$ cat src/hdl/wsd_pkg.sv
// shared types and constants for the websocket frame deframer
`default_nettype none

package wsd_pkg;

  // parse phase, one-hot
  typedef enum logic [4:0] {
    PH_HDR0    = 5'b00001,
    PH_HDR1    = 5'b00010,
    PH_EXT     = 5'b00100,
    PH_MASK    = 5'b01000,
    PH_PAYLOAD = 5'b10000
  } phase_t;

  localparam logic [3:0] OP_CONT   = 4'h0;
  localparam logic [3:0] OP_TEXT   = 4'h1;
  localparam logic [3:0] OP_BINARY = 4'h2;
  localparam logic [3:0] OP_CLOSE  = 4'h8;
  localparam logic [3:0] OP_PING   = 4'h9;

  localparam logic [6:0] LEN_EXT16 = 7'd126;
  localparam logic [6:0] LEN_EXT64 = 7'd127;

  localparam logic [2:0] KIND_TEXT   = 3'd0;
  localparam logic [2:0] KIND_EMPTY  = 3'd1;
  localparam logic [2:0] KIND_PING   = 3'd2;
  localparam logic [2:0] KIND_CLOSE  = 3'd3;
  localparam logic [2:0] KIND_MASKED = 3'd4;

  typedef struct packed {
    logic [2:0]  kind;
    logic [15:0] close_code;
    logic [7:0]  data;
    logic        last;
  } wsd_res_t;

endpackage

`default_nettype wire

$ cat src/hdl/wsd_parse.sv
// frame parser state machine: one received byte per accepted transaction
`default_nettype none

module wsd_parse (
  input  wire logic             clk,
  input  wire logic             rst,
  input  wire logic             en,
  input  wire logic [7:0]       rx_byte,
  output logic                  res_valid,
  output wsd_pkg::wsd_res_t     res
);

  wsd_pkg::phase_t phase, phase_next;
  logic [2:0]  byte_count, byte_count_next;
  logic        frame_fin, frame_fin_next;
  logic [3:0]  frame_opcode, frame_opcode_next;
  logic        frame_masked, frame_masked_next;
  logic [63:0] remaining_length, remaining_length_next;
  logic        msg_text, msg_text_next;
  logic [15:0] code_acc, code_acc_next;
  logic [1:0]  ctrl_idx, ctrl_idx_next;

  logic after_req, begin_req, fin_req, empty_req;

  function automatic logic is_text(input logic masked, input logic [3:0] op,
                                   input logic text_msg);
    is_text = !masked && (op == wsd_pkg::OP_TEXT ||
                          (op == wsd_pkg::OP_CONT && text_msg));
  endfunction

  always_comb begin
    phase_next            = phase;
    byte_count_next       = byte_count;
    frame_fin_next        = frame_fin;
    frame_opcode_next     = frame_opcode;
    frame_masked_next     = frame_masked;
    remaining_length_next = remaining_length;
    msg_text_next         = msg_text;
    code_acc_next         = code_acc;
    ctrl_idx_next         = ctrl_idx;
    after_req             = 1'b0;
    begin_req             = 1'b0;
    fin_req               = 1'b0;
    empty_req             = 1'b0;
    res_valid             = 1'b0;
    res                   = '0;

    case (phase)
      wsd_pkg::PH_HDR1: begin
        frame_masked_next = rx_byte[7];
        remaining_length_next = '0;
        if (rx_byte[6:0] == wsd_pkg::LEN_EXT16) begin
          phase_next      = wsd_pkg::PH_EXT;
          byte_count_next = 3'd1;
        end else if (rx_byte[6:0] == wsd_pkg::LEN_EXT64) begin
          phase_next      = wsd_pkg::PH_EXT;
          byte_count_next = 3'd7;
        end else begin
          remaining_length_next = {57'd0, rx_byte[6:0]};
          after_req = 1'b1;
        end
      end
      wsd_pkg::PH_EXT: begin
        remaining_length_next = {remaining_length[55:0], rx_byte};
        if (byte_count == 3'd0) begin
          after_req = 1'b1;
        end else begin
          byte_count_next = byte_count - 3'd1;
        end
      end
      wsd_pkg::PH_MASK: begin
        if (byte_count == 3'd0) begin
          begin_req = 1'b1;
        end else begin
          byte_count_next = byte_count - 3'd1;
        end
      end
      wsd_pkg::PH_PAYLOAD: begin
        remaining_length_next = remaining_length - 64'd1;
        if (is_text(frame_masked, frame_opcode, msg_text)) begin
          res_valid = 1'b1;
          res.kind  = wsd_pkg::KIND_TEXT;
          res.data  = rx_byte;
          res.last  = (remaining_length_next == 64'd0) && frame_fin;
        end else if (!frame_masked && frame_opcode == wsd_pkg::OP_CLOSE) begin
          // big-endian close code from the first two payload bytes
          if (ctrl_idx == 2'd0) begin
            code_acc_next = {rx_byte, 8'h00};
            ctrl_idx_next = 2'd1;
          end else if (ctrl_idx == 2'd1) begin
            code_acc_next = {code_acc[15:8], rx_byte};
            ctrl_idx_next = 2'd2;
          end
        end
        fin_req = (remaining_length_next == 64'd0);
      end
      default: begin
        frame_fin_next    = rx_byte[7];
        frame_opcode_next = rx_byte[3:0];
        phase_next        = wsd_pkg::PH_HDR1;
      end
    endcase

    // length complete: mask key follows, else payload starts or the frame ends
    if (after_req) begin
      if (frame_masked_next) begin
        phase_next      = wsd_pkg::PH_MASK;
        byte_count_next = 3'd3;
      end else begin
        begin_req = 1'b1;
      end
    end

    if (begin_req) begin
      if (!frame_masked_next) begin
        if (frame_opcode_next == wsd_pkg::OP_TEXT) begin
          msg_text_next = 1'b1;
        end else if (frame_opcode_next == wsd_pkg::OP_BINARY) begin
          msg_text_next = 1'b0;
        end
      end
      code_acc_next = '0;
      ctrl_idx_next = '0;
      if (remaining_length_next != 64'd0) begin
        phase_next = wsd_pkg::PH_PAYLOAD;
      end else begin
        empty_req = is_text(frame_masked_next, frame_opcode_next, msg_text_next) &&
                    frame_fin_next;
        fin_req = 1'b1;
      end
    end

    // frame fully consumed
    if (fin_req) begin
      phase_next = wsd_pkg::PH_HDR0;
      if (frame_masked_next) begin
        res_valid = 1'b1;
        res       = '0;
        res.kind  = wsd_pkg::KIND_MASKED;
      end else begin
        if (frame_opcode_next <= wsd_pkg::OP_BINARY && frame_fin_next) begin
          msg_text_next = 1'b0;
        end
        if (frame_opcode_next == wsd_pkg::OP_PING) begin
          res_valid = 1'b1;
          res       = '0;
          res.kind  = wsd_pkg::KIND_PING;
        end else if (frame_opcode_next == wsd_pkg::OP_CLOSE) begin
          res_valid      = 1'b1;
          res            = '0;
          res.kind       = wsd_pkg::KIND_CLOSE;
          res.close_code = (ctrl_idx_next == 2'd2) ? code_acc_next : 16'd0;
        end
      end
    end

    if (empty_req) begin
      res_valid = 1'b1;
      res       = '0;
      res.kind  = wsd_pkg::KIND_EMPTY;
    end
  end

  always_ff @(posedge clk) begin
    if (rst) begin
      phase            <= wsd_pkg::PH_HDR0;
      byte_count       <= '0;
      frame_fin        <= 1'b0;
      frame_opcode     <= '0;
      frame_masked     <= 1'b0;
      remaining_length <= '0;
      msg_text         <= 1'b0;
      code_acc         <= '0;
      ctrl_idx         <= '0;
    end else if (en) begin
      phase            <= phase_next;
      byte_count       <= byte_count_next;
      frame_fin        <= frame_fin_next;
      frame_opcode     <= frame_opcode_next;
      frame_masked     <= frame_masked_next;
      remaining_length <= remaining_length_next;
      msg_text         <= msg_text_next;
      code_acc         <= code_acc_next;
      ctrl_idx         <= ctrl_idx_next;
    end
  end

`ifndef SYNTHESIS
  a_data_only_text: assert property (@(posedge clk) disable iff (rst)
    res_valid && res.kind != wsd_pkg::KIND_TEXT |-> res.data == 8'd0 && !res.last)
    else $error("non-text event carries data or last");
  a_code_only_close: assert property (@(posedge clk) disable iff (rst)
    res_valid && res.kind != wsd_pkg::KIND_CLOSE |-> res.close_code == 16'd0)
    else $error("close code on non-close event");
  a_payload_len: assert property (@(posedge clk) disable iff (rst)
    phase == wsd_pkg::PH_PAYLOAD |-> remaining_length != 64'd0)
    else $error("payload phase with zero length left");
`endif

endmodule

`default_nettype wire

$ cat src/hdl/websocket_frame_deframer.sv
// websocket frame deframer top level: byte input stream, event output stream
// usage:
//   s_axis carries the received connection stream, one byte per transaction
//   in tdata. m_axis carries events: tuser is the event kind (text byte,
//   empty text message, ping seen, close seen, masked frame dropped), tdata
//   holds the payload byte and the close code, tlast marks the final byte
//   of a text message.
//   each byte is parsed in the cycle it is accepted; an event it causes is
//   registered for m_axis. throughput is one byte per cycle while
//   s_axis_tready is high, set by the single parse step on the 64-bit
//   length counter; most bytes (headers, binary payload) give no event.
//   the output holds one event plus one skid entry; when the receiver stalls
//   and both are full, s_axis_tready drops until the skid entry drains.
//   after reset the parser expects the first header byte of a frame, no
//   message is open and the output is empty.
`default_nettype none

module websocket_frame_deframer (
  input  wire logic        clk,
  input  wire logic        rst,
  input  wire logic        s_axis_tvalid,
  output logic             s_axis_tready,
  input  wire logic [7:0]  s_axis_tdata,   // rx_byte
  output logic             m_axis_tvalid,
  input  wire logic        m_axis_tready,
  output logic [23:0]      m_axis_tdata,   // data [7:0], close_code [23:8]
  output logic             m_axis_tlast,   // last
  output logic [2:0]       m_axis_tuser    // kind
);

  logic              accept;
  logic              res_valid;
  wsd_pkg::wsd_res_t res;

  logic              out_valid;
  wsd_pkg::wsd_res_t out_res;
  logic              skid_valid;
  wsd_pkg::wsd_res_t skid_res;
  logic              pop;
  logic              push;

  assign s_axis_tready = !skid_valid;
  assign accept        = s_axis_tvalid && s_axis_tready;
  assign pop           = out_valid && m_axis_tready;
  assign push          = accept && res_valid;

  wsd_parse u_parse (
    .clk       (clk),
    .rst       (rst),
    .en        (accept),
    .rx_byte   (s_axis_tdata),
    .res_valid (res_valid),
    .res       (res)
  );

  always_ff @(posedge clk) begin
    if (rst) begin
      out_valid  <= 1'b0;
      skid_valid <= 1'b0;
    end else if (skid_valid) begin
      if (pop) begin
        out_res    <= skid_res;
        skid_valid <= 1'b0;
      end
    end else if (push) begin
      if (!out_valid || pop) begin
        out_res   <= res;
        out_valid <= 1'b1;
      end else begin
        skid_res   <= res;
        skid_valid <= 1'b1;
      end
    end else if (pop) begin
      out_valid <= 1'b0;
    end
  end

  assign m_axis_tvalid = out_valid;
  assign m_axis_tdata  = {out_res.close_code, out_res.data};
  assign m_axis_tlast  = out_res.last;
  assign m_axis_tuser  = out_res.kind;

`ifndef SYNTHESIS
  a_skid_behind_out: assert property (@(posedge clk) disable iff (rst)
    skid_valid |-> out_valid)
    else $error("skid entry held with empty output register");
  a_skid_fill: assert property (@(posedge clk) disable iff (rst)
    $rose(skid_valid) |-> $past(out_valid && !m_axis_tready))
    else $error("skid filled while output register was free");
  a_skid_drain: assert property (@(posedge clk) disable iff (rst)
    $fell(skid_valid) |-> $past(m_axis_tready))
    else $error("skid drained without an output transaction");
`endif

endmodule

`default_nettype wire

$ cat config.mk
export PLATFORM = sky130hd
export DESIGN_NAME = websocket_frame_deframer
export DESIGN_NICKNAME = d
export VERILOG_FILES = /design/src/hdl/wsd_pkg.sv /design/src/hdl/wsd_parse.sv /design/src/hdl/websocket_frame_deframer.sv
export SDC_FILE = /design/constraint.sdc
export NUM_CORES = 1
export LEC_CHECK = 0
export ABC_AREA = 1
export ABC_CLOCK_PERIOD_IN_PS = 4100
export BUFFER_PORTS_ARGS = -buffer_cell sky130_fd_sc_hd__buf_2
export CORE_ASPECT_RATIO = 1.4
export CORE_MARGIN = 1
export CORE_UTILIZATION = 45
export CTS_CLUSTER_DIAMETER = 80
export DETAILED_ROUTE_END_ITERATION = 10
export PLACE_DENSITY_LB_ADDON = 0.12
export REMOVE_ABC_BUFFERS = 1
export SLEW_MARGIN = 20
export SYNTH_ARGS = -nofsm -noshare
export SYNTH_HDL_FRONTEND = slang
export SYNTH_HIERARCHICAL = 1
export SYNTH_SLANG_ARGS = --single-unit
$ cat constraint.sdc
create_clock -name clk -period 4.1 [get_ports clk]
set_clock_uncertainty 0.05 [all_clocks]
set_input_delay 0.41 -clock clk [delete_from_list [all_inputs] [get_ports clk]]
set_output_delay 0.41 -clock clk [all_outputs]
set_load 0.005 [all_outputs]
==> flow_metrics.tcl <==
set metrics [dict create \
    status "finished clean" \
    hold_path_startpoint "m_axis_tready" \
    max_freq_ghz 0.259 \
    hold_viol 0 \
    drt-total-wl_mm 40.4 \
    via_per_inst 5.48 \
    fin_hold_ws_ns 0.238 \
    timing.rr.end "m_axis_tdata[13]$_DFFE_PP_" \
    finalMaxSlewViolations 0 \
    synth.avg_cell_area_um2 6.11 \
    syn_to_final_growth_pct 12.0 \
    cp-startpoint "u_parse/remaining_length[0]$_SDFFE_PP0P_" \
    finalSetupTns_ns 0 \
    drc 0 \
    reg2reg_depth 19 \
    r2r_slack_ns 0.24 \
    crit_chain "inv_1 -> ha_2 -> nand2_4 -> nor2_8 -> nand2_4 -> o21ai_0 -> nand2_1 -> nor2_1 -> nand4_1 -> nor2_1 -> nand2_1 -> nor2_1 -> nand3_1 -> nand2_4 -> buf_4 -> nand2_4 -> nor3b_1 -> nand2_1 -> nand2_1" \
    arrival_ns 4.11 \
    numPortBuffers 41 \
    drtPass1Iterations 6 \
    ys_seq_elements 155 \
    ys_warn_count 6 \
    post_cts_buffers 0 \
    cts_made_buffers 17 \
    die-height_um 187 \
    design.core.area_um2 24000 \
    cts_max_level 4 \
    tightest_slew_ns 1.03 \
    post-dp-hpwl_mm 30.9 \
    ir_worst_vdd_mv 0.298 \
    worstSetupEndpointType "register" \
    n_antenna_cell 0 \
    synthArstFlopShare_pct 0 \
    cp_max_fo 17 \
    max-clock-path-buffers 2 \
    grt-ovfl-total 0 \
    start_kind "register" \
    rows 67 \
    drive_gt1_share_pct 10.3 \
    netlist.area_leader.share_pct 22.4 \
    via_count 11800 \
    grt_usage_pct 33.0 \
    period_needed_ns 3.86 \
    drtAntennaViolNets 0 \
    grt_max_degree 56 \
    synth_most_common_cell "nand2_1" \
    synth_cell_types 42 \
    cts_tree "yes" \
    worstSetupEndpoint "m_axis_tdata[13]$_DFFE_PP_" \
    antenna_found_initial 0 \
    avgRoutedWirePerCell_um 18.7 \
    synth_area_leaders "nand2_1 (22%), dfxtp_1 (18%), edfxtp_1 (15%)" \
    r2r_start "u_parse/remaining_length[0]$_SDFFE_PP0P_" \
    leakagePower_uw 0.00601 \
    setup-violations-final 0 \
    rsz0062_at_grt "no" \
    die_area_um2 25000 \
    worstSetupPathType "reg -> reg" \
    synth.top_cells.by_count "nand2_1 (655), nor2_1 (250), inv_1 (207), nand3_1 (118), o21ai_0 (110)" \
    crit_required_ns 4.35 \
    clkTransAtPathRegs_ns 0.07 \
    cts_sinks 155 \
    drt_iter0_drc 876 \
    start_util_pct 45.8 \
    cpMaxStageDelayCell "dfxtp_1" \
    synthCells 1796 \
    root_buffer "clkbuf_16" \
    grt_pass1_wl_mm 62.0 \
    synthesis.area_um2 11000 \
    synth-seq-area-share_pct 33.4 \
    die_w_um 134 \
    fin_crit_sh_pct 94.2 \
    hold_class "in -> reg" \
    slowest_delay_ns 0.35 \
    relSlewSlack_pct 31.1 \
    p_per_area_nw_per_um2 345 \
    gp_congestion 0.984 \
    ios 42 \
    clk_latency_ns 0.44 \
    yosys.area.top_type "nand2_1" \
    final_nets 1853 \
    synth_edf_count 56 \
    synth_ff_type "dfxtp_1" \
    cap_violations 0 \
    grt_pass1_vias 11400 \
]
## where the power goes
part	internal (µW)	total [µW]	switching (µW)
combinational	254	877	623
sequential	1640	1740	94.3
clock	909	1630	718
total	2810	4240	1440
## logic make-up after synthesis
group	synth area share (%)
fa+ha+maj	0.684
compound gates	12.1
buf+inv	9.86
flops	33.4
simple gates	43.7
xor+xnor	0.239
## through the flow
step                      cells  total power, µW  util, %  cell area [µm²]  worst slack, ns
final                      2158             4240     51.3            12300            0.238
after global routing       2158             4420     51.3            12300           0.0258
after CTS                  2158             4260     51.2            12300            0.102
after detailed placement   2126             2620     48.7            11700            0.116
after global placement     2126             2620     48.7            11700            0.161
after floorplan            1732             2300        -            10700           -0.407
## metal layers
layer | part of all wire [%] | GRT usage, % | routed length [µm] | up-vias
met3 | 4.4 | 4.16 | 1790 | 179
li1 | - | - | - | 5801
met5 | 0 | 0 | 0 | -
met4 | 9.5 | 29.3 | 3830 | 0
met2 | 51 | 59.9 | 20700 | 443
met1 | 35 | 32.4 | 14100 | 5411
## worst min path at each step
stage,endpoint,slack (ns),cells after the start
6_report,m_axis_tvalid$_SDFFE_PP0P_,0.24,4
5_1_grt,m_axis_tvalid$_SDFFE_PP0P_,0.26,4
4_1_cts,m_axis_tvalid$_SDFFE_PP0P_,0.23,4
3_5_place_dp,u_parse/frame_opcode[3]$_SDFFE_PP0P_,0.43,2
3_3_place_gp,u_parse/frame_opcode[3]$_SDFFE_PP0P_,0.42,2
2_1_floorplan,u_parse/frame_opcode[3]$_SDFFE_PP0P_,0.40,2
## layout make-up
| cell class | instances | area, µm² |
|---|---|---|
| clock buffer | 17 | 425 |
| clock inverter | 15 | 163 |
| fill | 2585 | 11700 |
| inverter | 212 | 798 |
| multi-input combinational | 1365 | 6260 |
| sequential | 155 | 3660 |
| tap | 310 | 388 |
| timing repair buffer | 84 | 591 |
## flip-flops by register name, indices dropped and copies added, names as in the netlist, 2 cells and up
name / flops
m_axis_tuser: 3
u_parse/ctrl_idx: 2
m_axis_tdata: 24
u_parse/byte_count: 3
u_parse/frame_opcode: 4
u_parse/code_acc: 16
u_parse/phase: 5
u_parse/remaining_length: 64
skid_res: 28
## cell usage in the layout (no fill, tap or decap), types with 19 or more instances in the layout
master / n
nor2_1: 244
nand3_1: 117
buf_2: 41
o211ai_1: 49
buf_4: 38
a21oi_1: 63
o21ai_0: 109
dfxtp_1: 99
edfxtp_1: 56
nand2_1: 655
nor2_2: 19
inv_1: 204
## timing repair
action                     CTS  global route
hold buffers                 0             0
gates resized for setup      0             9
setup endpoints to repair    0            62
## critical path: cells and delay by family (launching register included)
kind | cells | cell delay [ns]
compound gates | 1 | 0.18
simple gates | 15 | 2.50
buf+inv | 2 | 0.34
fa+ha+maj | 1 | 0.27
flops | 1 | 0.35
Note: power is estimated with default switching activity, not from simulation.
